## src/design/image_rotate_flip_crop_engine_core_assert.svh

```systemverilog
// Assertion macros for the image rotate/flip/crop engine.
// Used by the controller; needs nothing but a clock and a reset name.
`ifndef IMAGE_ROTATE_FLIP_CROP_ENGINE_CORE_ASSERT_SVH
`define IMAGE_ROTATE_FLIP_CROP_ENGINE_CORE_ASSERT_SVH

// Same-cycle implication.
`define IRFC_ASSERT_SAME(label, clk, rst, ante, cons, msg) \
  label: assert property (@(posedge clk) disable iff (rst) (ante) |-> (cons)) \
    else $error(msg);

// Next-cycle implication.
`define IRFC_ASSERT_NEXT(label, clk, rst, ante, cons, msg) \
  label: assert property (@(posedge clk) disable iff (rst) (ante) |=> (cons)) \
    else $error(msg);

`endif

```

## src/design/irfc_pkg.sv

```systemverilog
// Package for the image rotate/flip/crop engine.
// Word types, function codes, controller states and control structs.
package irfc_pkg;

  localparam int DIM_BITS   = 7;
  localparam int MAX_DIM    = 1 << DIM_BITS;
  localparam int ADDR_BITS  = 2 * DIM_BITS;
  localparam int DEPTH      = 1 << ADDR_BITS;
  localparam int PIXEL_BITS = 32;

  typedef enum logic [2:0] {
    FN_WRITE  = 3'd0,
    FN_ROTATE = 3'd1,
    FN_VFLIP  = 3'd2,
    FN_HFLIP  = 3'd3,
    FN_CROP   = 3'd4,
    FN_READ   = 3'd5
  } func_t;

  typedef enum logic [0:0] {
    CFG_START_ROWS = 1'b0,
    CFG_START_COLS = 1'b1
  } cfg_reg_t;

  typedef enum logic [2:0] {
    ST_IDLE,
    ST_EXEC,
    ST_COPY,
    ST_COPY_END,
    ST_MAP,
    ST_MAP_END,
    ST_FINISH
  } state_t;

  typedef struct packed {
    logic [2:0]        func;
    logic [6:0]        pixel_row;
    logic [6:0]        pixel_col;
    logic signed [31:0] pixel_in;
    logic              turn_left;
    logic signed [7:0] turn_count;
    logic [7:0]        crop_left;
    logic [7:0]        crop_right;
    logic [7:0]        crop_top;
    logic [7:0]        crop_bottom;
  } cmd_word_t;

  typedef struct packed {
    logic signed [31:0] pixel_out;
    logic [7:0]         rows_now;
    logic [7:0]         cols_now;
    logic               status;
  } res_word_t;

  typedef struct packed {
    logic load;
    logic exec;
    logic copy_step;
    logic map_start;
    logic map_step;
    logic finish;
    logic cfg_write;
  } ctl_cmd_t;

  typedef struct packed {
    logic need_sweep;
    logic copy_last;
    logic map_last;
  } dp_status_t;

  function automatic logic [7:0] clamp_dim(logic [7:0] v);
    logic [7:0] r;
    r = v;
    if (v == 8'd0) r = 8'd1;
    else if (v > 8'(MAX_DIM)) r = 8'(MAX_DIM);
    return r;
  endfunction

endpackage

```

## src/design/irfc_controller.sv

```systemverilog
// Controller: command sequencing state machine and result valid.
// Depends on irfc_pkg and the assertion macro header.
`include "image_rotate_flip_crop_engine_core_assert.svh"

module irfc_controller (
  input  logic                 clk,
  input  logic                 rst,
  input  logic                 cmd_valid,
  output logic                 cmd_stall,
  output logic                 res_valid,
  input  logic                 res_stall,
  input  logic                 cfg_valid,
  output logic                 cfg_ready,
  input  irfc_pkg::dp_status_t sts,
  output irfc_pkg::ctl_cmd_t   ctl
);

  irfc_pkg::state_t state, state_next;
  logic accept;

  always_ff @(posedge clk) begin
    if (rst) begin
      state <= irfc_pkg::ST_IDLE;
      res_valid <= 1'b0;
    end else begin
      state <= state_next;
      if (ctl.finish) res_valid <= 1'b1;
      else if (!res_stall) res_valid <= 1'b0;
    end
  end

  always_comb begin
    state_next = state;
    ctl = '0;
    cmd_stall = !((state == irfc_pkg::ST_IDLE) && (!res_valid || !res_stall));
    accept = cmd_valid && !cmd_stall;
    cfg_ready = (state == irfc_pkg::ST_IDLE);
    ctl.cfg_write = cfg_valid && cfg_ready;
    case (state)
      irfc_pkg::ST_IDLE: begin
        if (accept) begin
          ctl.load = 1'b1;
          state_next = irfc_pkg::ST_EXEC;
        end
      end
      irfc_pkg::ST_EXEC: begin
        ctl.exec = 1'b1;
        state_next = sts.need_sweep ? irfc_pkg::ST_COPY : irfc_pkg::ST_FINISH;
      end
      irfc_pkg::ST_COPY: begin
        ctl.copy_step = 1'b1;
        if (sts.copy_last) state_next = irfc_pkg::ST_COPY_END;
      end
      irfc_pkg::ST_COPY_END: begin
        ctl.map_start = 1'b1;
        state_next = irfc_pkg::ST_MAP;
      end
      irfc_pkg::ST_MAP: begin
        ctl.map_step = 1'b1;
        if (sts.map_last) state_next = irfc_pkg::ST_MAP_END;
      end
      irfc_pkg::ST_MAP_END: state_next = irfc_pkg::ST_FINISH;
      irfc_pkg::ST_FINISH: begin
        ctl.finish = 1'b1;
        state_next = irfc_pkg::ST_IDLE;
      end
      default: state_next = irfc_pkg::ST_IDLE;
    endcase
  end

  `IRFC_ASSERT_NEXT(a_accept_exec, clk, rst, accept, state == irfc_pkg::ST_EXEC, "accept must enter exec")
  `IRFC_ASSERT_NEXT(a_finish_valid, clk, rst, state == irfc_pkg::ST_FINISH, res_valid, "finish must raise valid")
  `IRFC_ASSERT_SAME(a_busy_empty, clk, rst, state != irfc_pkg::ST_IDLE, !res_valid, "result pending while busy")
  `IRFC_ASSERT_NEXT(a_copy_end, clk, rst, (state == irfc_pkg::ST_COPY) && sts.copy_last, state == irfc_pkg::ST_COPY_END, "copy sweep overran")

endmodule

```

## config.mk

```make
export PLATFORM = sky130hd
export DESIGN_NAME = irfc_controller
export DESIGN_NICKNAME = d
export VERILOG_FILES = /design/src/design/irfc_pkg.sv /design/src/design/irfc_controller.sv
export VERILOG_INCLUDE_DIRS = /design/src /design/src/design
export SDC_FILE = /design/constraint.sdc
export NUM_CORES = 1
export LEC_CHECK = 0
export ABC_AREA = 1
export BUFFER_PORTS_ARGS = -buffer_cell sky130_fd_sc_hd__buf_2
export CAP_MARGIN = 0
export CELL_PAD_IN_SITES_DETAIL_PLACEMENT = 2
export CELL_PAD_IN_SITES_GLOBAL_PLACEMENT = 2
export CORE_MARGIN = 4
export CORE_UTILIZATION = 16
export CTS_CLUSTER_DIAMETER = 40
export DETAILED_ROUTE_END_ITERATION = 8
export MAX_ROUTING_LAYER = met4
export PLACE_DENSITY_LB_ADDON = 0.08
export SETUP_SLACK_MARGIN = 0.4
export SYNTH_ARGS = -nofsm -noshare
export SYNTH_HDL_FRONTEND = slang
export SYNTH_SLANG_ARGS = --single-unit
```

## constraint.sdc

```tcl
create_clock -name clk -period 1.7 [get_ports clk]
set_clock_uncertainty 0.2 [all_clocks]
set_input_delay 0.17 -clock clk [delete_from_list [all_inputs] [get_ports clk]]
set_output_delay 0.17 -clock clk [all_outputs]
set_load 0.05 [all_outputs]
```

==> out/metrics.yaml, run 1 <==
sta:
  worst_slew_pin_slew_ns: 0.2500
  finalHoldViolations: 0
  max_freq_mhz: 655.8
  hold_slack_ns: 0.04932
  setup_viol: 0
  fin_crit_ns: 1.525
  min_period_over_period: 0.8970
  maxSlewViolCount: 0
  maxSlewHeadroom: 0.8345
  fin_ws_ns: 0.1752
  rsz0062_at_grt: "yes"
floorplanning:
  io_pins: 18
  dieHeight_um: 47.15
  die_w_um: 47.15
  start_util: 0.1795
  rows: 13
  coreArea_sq_um: 1366
  dieArea_sq_um: 2223
synthesis:
  synth_warnings: 0
  synth_seq_area_share: 0.3265
  synth_ff_type: "dfxtp_1"
  synth.most_common_cell: "inv_1"
  netlist_instances: 42
  avgSynthCellArea_sq_um: 5.839
  synth-adder-area-share: 0
  synth_xor_area_frac: 0
  synth_top_area_share: 0.3265
  yosys.area_share.simple: 0.4337
  synth_top_cells_by_count: "11 x inv_1, 9 x nor2_1, 8 x nand2_1"
  yosysTopAreaCell: "dfxtp_1"
  synth-edff-count: 0
  synth_top_family_by_area: "simple AND/OR/NAND/NOR gates"
  synth-seq-cells: 4
  synthTopCellsByArea: "dfxtp_1 33%, inv_1 17%, nor2_1 14%, nand2_1 12%, nand3_1 6.1%"
  syn_area_sq_um: 245.2
  synth_compound_area_frac: 0.07143
  yosys-mux-area-fraction: 0
  synthArstFlopShare: 0
  syn-num-nets: 50
  synth_cell_types: 11
status:
  status: "finished clean"
setup_path:
  r2r_start: "state[0]$_SDFFE_PP0P_"
  cpMostUsedCell: "nor2_4"
  worstSetupStartpointType: "flip-flop"
  r2r_slack_ns: 0.39
  cp_max_fo: 3
  r2r_cells: 8
  end_kind: "output port"
  cp.required_ns: 1.33
  slowest_stage: "dfxtp_4"
  worstSetupPathType: "flip-flop to output port"
  crit_start: "state[1]$_SDFFE_PP0P_"
  crit_chain: "nor2_4 -> inv_2 -> nor2_4 -> nand2_4 -> nor2_4 -> buf_6"
  critPathMaxStageDelay_ns: 0.34
  cp_data_arrival_time_ns: 1.15
grt:
  grt_pass1_vias: 401
  antenna_found_initial: 0
  grt-ovfl-total: 0
  grt_max_degree: 7
  grt_pass1_wl_mm: 1.725
  grt_usage: 0.1239
clocking:
  cts_buffers: 3
  clk_path_buf_depth: 2
  cts_sinks: 4
  cts_tree: "done"
  ctsRootBufferMaster: "clkbuf_4"
  clk_pin_slew_worst_paths_ns: 0.03
  cts_max_level: 1
  insertion_delay_ns: 0.24
power_and_ir_drop:
  p_clk_frac: 0.135
  cellLeakagePower_nw: 0.3327
  p_int_mw: 0.4354
  switching_share: 0.4994
  combPwrFrac: 0.688
  pwr-share-seq: 0.176
  vdd_drop_max_mv: 0.6140
  p_total_mw: 0.8697
  power_density_nw_per_um2: 1421
  switchingPower_mw: 0.4343
drt:
  drt_wl_total_mm: 1.122
  drtAntennaViolNets: 0
  route.vias.total: 387
  post_drt_via_cell_ratio: 4.448
  wl_per_cell_um: 12.90
  dr.pass1.iters: 2
  remaining_drc_errors: 0
  first_iter_violations: 2
min_path:
  hp-start: "sts[2]"
  worstHoldPathCells: 4
  min_path_type: "primary input to flip-flop"
layout:
  antennaDiodeCount: 0
  final_area_sq_um: 611.8
  final_util: 0.4478
  nets: 82
  drive_gt1_frac: 0.6528
  syn2layout_area_growth_pct: 149.5
placement:
  gp_congestion: 0.7146
  dp_slack_ns: 0.2329
  hpwlAfterDp_um: 733.4
  dpl-instance-area_sq_um: 380.4
  portBuffers: 17
run:
  drv_cap: 0
## per-stage QoR
step	std cells	TNS, ns
4_1_cts	85	0
3_5_place_dp	74	0
5_1_grt	87	0
6_report	87	0
2_1_floorplan	42	-0.02707
3_3_place_gp	74	0
## kinds of logic after synthesis
logic type	after synthesis
buffers and inverters	11
AOI/OAI and AO/OA	3
and+or+nand+nor	24
DFF	4
## power groups by stage
stage               sequential [mW]  combinational, mW  clock, mW
finish                        0.153              0.599      0.118
detailed placement            0.148              0.402          0
global placement              0.147              0.401          0
CTS                           0.153              0.567      0.123
floorplan                     0.142              0.321          0
global route                  0.157              0.636      0.134
## flip-flops by register name (all words and copies together) (netlist names)
name,cells
state,3
res_valid,1
## final cells by class
class | instances | area, sq um
repair buffers | 27 | 230.2
fillers | 157 | 754.5
well taps | 15 | 18.77
inverters | 11 | 41.29
multi-input cells | 27 | 207.7
clock buffers | 3 | 22.52
flip-flops and latches | 4 | 91.34
## layout by cell type (no fill, tap or decap), drive strengths merged
cell	netlist	layout
a21oi	1	1
and3	1	1
buf	0	26
clkbuf	0	3
dfxtp	4	4
dlygate4sd3	0	1
inv	11	11
nand2	8	8
nand3	3	3
nand3b	1	1
nor2	11	11
o211ai	1	1
o21ai	1	1
## critical path, delay by kind of cell (launching register included)
| family | cells | cell delay [ns] |
|---|---|---|
| buf+inv | 2 | 0.21 |
| simple gates | 4 | 0.36 |
| flops | 1 | 0.34 |
## metal layers
metal  GRT usage  vias up  share of wire
met4     0.06630        0         0.0071
met2      0.2060       14           0.57
li1            -      187              -
met5           -        -              0
met1      0.1182      184           0.35
met3     0.05747        2          0.076
## what timing repair did
item	CTS	global route
hold buffers	1	0
gates resized for setup	32	5
setup buffers	7	2
setup endpoints to repair	9	9
pin swaps	8	3
hold endpoints to repair	2	0
## final timing paths
path                                 to
setup / recovery                 ctl[6]
hold / removal    state[2]$_SDFFE_PP0P_
setup reg to reg  state[0]$_SDFFE_PP0P_
hold reg to reg   state[2]$_SDFFE_PP0P_
No activity file was read; power rests on OpenSTA's default activity.
==> inputs of run 2 (changes only) <==
- CORE_UTILIZATION: 16 -> 14
- clock period: 1.7 -> 1.3 ns (I/O delays scaled with it)
==> out/metrics.yaml, run 2 (synthesis gave the netlist of run 1 again) <==
status:
  status: "finished, violations left"
  violations: "hold timing, setup timing"
drt:
  drtAntennaViolNets: 0  # unchanged
  top_layer: "met4"
  drt_wl_total_mm: 1.074  # -4.3%
  wl_met3_um: 68  # -20%
  post_drt_via_cell_ratio: 4.163  # -6.4%
  wl_per_cell_um: 11.67  # -9.5%
  first_iter_violations: 1  # -1
  met2WireLength_um: 525  # -17%
  route.vias.total: 383  # -1.0%
  remaining_drc_errors: 0  # unchanged
  dr.pass1.iters: 2  # unchanged
  wl_met1_um: 460  # +17%
grt:
  grt-ovfl-total: 0  # unchanged
  grt_usage: 0.09178  # -0.03212
  grt_pass1_wl_mm: 1.676  # -2.8%
  antenna_found_initial: 0  # unchanged
  grt_max_degree: 6  # -1
  grt_pass1_vias: 395  # -1.5%
layout:
  drive_gt1_frac: 0.7500  # +0.09722
  final_common_cell: "buf_4"
  antennaDiodeCount: 0  # unchanged
  top_regs: "state x3, res_valid x1"
  final_area_sq_um: 684.4  # +12%
  most-common-layout-cells: "10 x buf_4, 8 x buf_2, 7 x nor2_4, 7 x buf_6"
  syn2layout_area_growth_pct: 179.1
  nets: 86  # +4.9%
  regMostFlops: "state"
  layout.cells.non_filler: 92  # +5.7%
  largest_reg_flops: 3  # unchanged
min_path:
  min_path_type: "primary input to flip-flop"
  hold_path_end: "state[1]$_SDFFE_PP0P_"
  worstHoldPathCells: 2  # -2
  hp-start: "rst"
sta:
  setup_viol: 9  # +9
  min_period_over_period: 1.137
  fin_crit_ns: 1.478
  finalHoldViolations: 3  # +3
  maxSlewViolCount: 0  # unchanged
  max_freq_mhz: 676.5
  hold_slack_ns: -0.1139  # -0.1632 ns
  worst_slew_pin_slew_ns: 0.2515  # +0.001526 ns
  fin_ws_ns: -0.1782  # -0.3534 ns
  maxSlewHeadroom: 0.8335  # -0.001011
  rsz0062_at_grt: "yes"
setup_path:
  critPathMaxStageDelay_ns: 0.35  # about the same
  cpMostUsedCell: "nor2_4"
  r2r_start: "state[1]$_SDFFE_PP0P_"
  r2r_slack_ns: 0.02  # -0.37 ns
  end_kind: "output port"
  crit_chain: "nor2_4 -> inv_2 -> nor2_4 -> nand2_4 -> nor2_4 -> buf_6"
  worstSetupPathType: "flip-flop to output port"
  cp_data_arrival_time_ns: 1.15  # about the same
  timing.rr.end: "state[2]$_SDFFE_PP0P_"
  slowest_stage: "dfxtp_4"
  worstSetupStartpointType: "flip-flop"
  cp.required_ns: 0.97  # -0.36 ns
  r2r_cells: 7  # -1
  cp_max_fo: 3  # unchanged
clocking:
  ctsRootBufferMaster: "clkbuf_4"
  insertion_delay_ns: 0.24  # about the same
  cts_tree: "done"
  cts_sinks: 4  # unchanged
  cts_buffers: 3  # unchanged
  clk_pin_slew_worst_paths_ns: 0.04  # about the same
  cts_max_level: 1  # unchanged
  clk_path_buf_depth: 2  # unchanged
power_and_ir_drop:
  cellLeakagePower_nw: 0.3588  # +7.8%
  vdd_drop_max_mv: 0.7470  # +22%
  power_density_nw_per_um2: 1787  # +26%
floorplanning:
  die_w_um: 49.86  # +5.7%
  rows: 14  # +1
  dieHeight_um: 49.86  # +5.7%
  start_util: 0.1556  # -0.02393
  io_pins: 18  # unchanged
  coreArea_sq_um: 1577  # +15%
  dieArea_sq_um: 2486  # +12%
run:
  drv_cap: 0  # unchanged
placement:
  dp_cells: 83  # +12%
  gp_congestion: 0.6926  # -3.1%
  hpwlAfterDp_um: 798.9  # +8.9%
  portBuffers: 17  # unchanged
  dpl-instance-area_sq_um: 451.7  # +19%
run 2: cell count changes in the layout (fill, tap and decap cells not counted):
| cell | before | now |
|---|---|---|
| inv_6 | 0 | 1 |
| inv_2 | 2 | 3 |
| buf_8 | 3 | 6 |
| inv_1 | 9 | 6 |
| buf_4 | 8 | 10 |
| nand2_1 | 4 | 3 |
| dfxtp_1 | 1 | 0 |
| dlygate4sd3_1 | 1 | 0 |
| dfxtp_2 | 0 | 1 |
| nand2_4 | 4 | 5 |
| buf_12 | 1 | 0 |
| buf_2 | 10 | 8 |
| clkinvlp_4 | 0 | 1 |
| buf_6 | 4 | 7 |
run 2: final cells by class:
type | instances | area (sq um)
clock buffer | 3 | 22.52
fill | 187 | 892.1
inverter | 11 | 50.05
multi-input combinational | 27 | 215.2
sequential | 4 | 92.59
tap | 16 | 20.02
timing repair buffer | 31 | 284.0
run 2: how the worst max path moves through the flow:
stage | startpoint | endpoint | slack (ns) | cells after the start
floorplan | state[0]$_SDFFE_PP0P_ | ctl[6] | -0.39 | 5
global placement | state[1]$_SDFFE_PP0P_ | ctl[4] | -0.05 | 5
detailed placement | state[0]$_SDFFE_PP0P_ | ctl[6] | -0.07 | 6
CTS | state[1]$_SDFFE_PP0P_ | ctl[6] | -0.19 | 6
global route | state[1]$_SDFFE_PP0P_ | ctl[6] | -0.25 | 6
finish | state[1]$_SDFFE_PP0P_ | ctl[6] | -0.18 | 6
run 2: per-layer routing:
layer	GRT usage	up-vias
met3	0.02711	2
met1	0.1027	171
met2	0.1432	14
met4	0.05530	0
li1	-	196
met5	-	-
run 2: critical path, delay by kind of cell, from the launching register on:
kind | cells | cell delay [ns]
flip-flops | 1 | 0.35
AND/OR/NAND/NOR | 4 | 0.34
buffers and inverters | 2 | 0.20
run 2: timing repair:
| action | in CTS | in global routing |
|---|---|---|
| buffers inserted | 3 | 3 |
| pin swaps | 8 | 5 |
| setup endpoints to repair | 14 | 14 |
| resized for setup | 40 | 10 |
| endpoints found under the hold margin | 3 | 3 |
run 2: through the flow:
step	TNS, ns	total power, mW	setup slack (ns)	hold slack, ns	utilization
after floorplan	-1.229	0.6176	-0.3870	-0.008345	-
after global placement	-0.1104	0.8089	-0.04863	0.1357	0.2865
after detailed placement	-0.1200	0.8122	-0.07189	0.1339	0.2865
after CTS	-1.159	1.181	-0.1946	-0.1167	0.3952
after global routing	-1.800	1.299	-0.2532	-0.1139	0.4341
final	-1.220	1.223	-0.1782	-0.1139	0.4341
run 2: power by group:
| part | switching [mW] | internal, mW |
|---|---|---|
| logic | 0.490 | 0.373 |
| clock network | 0.0528 | 0.103 |
| registers | 0.0490 | 0.156 |
| total | 0.591 | 0.632 |
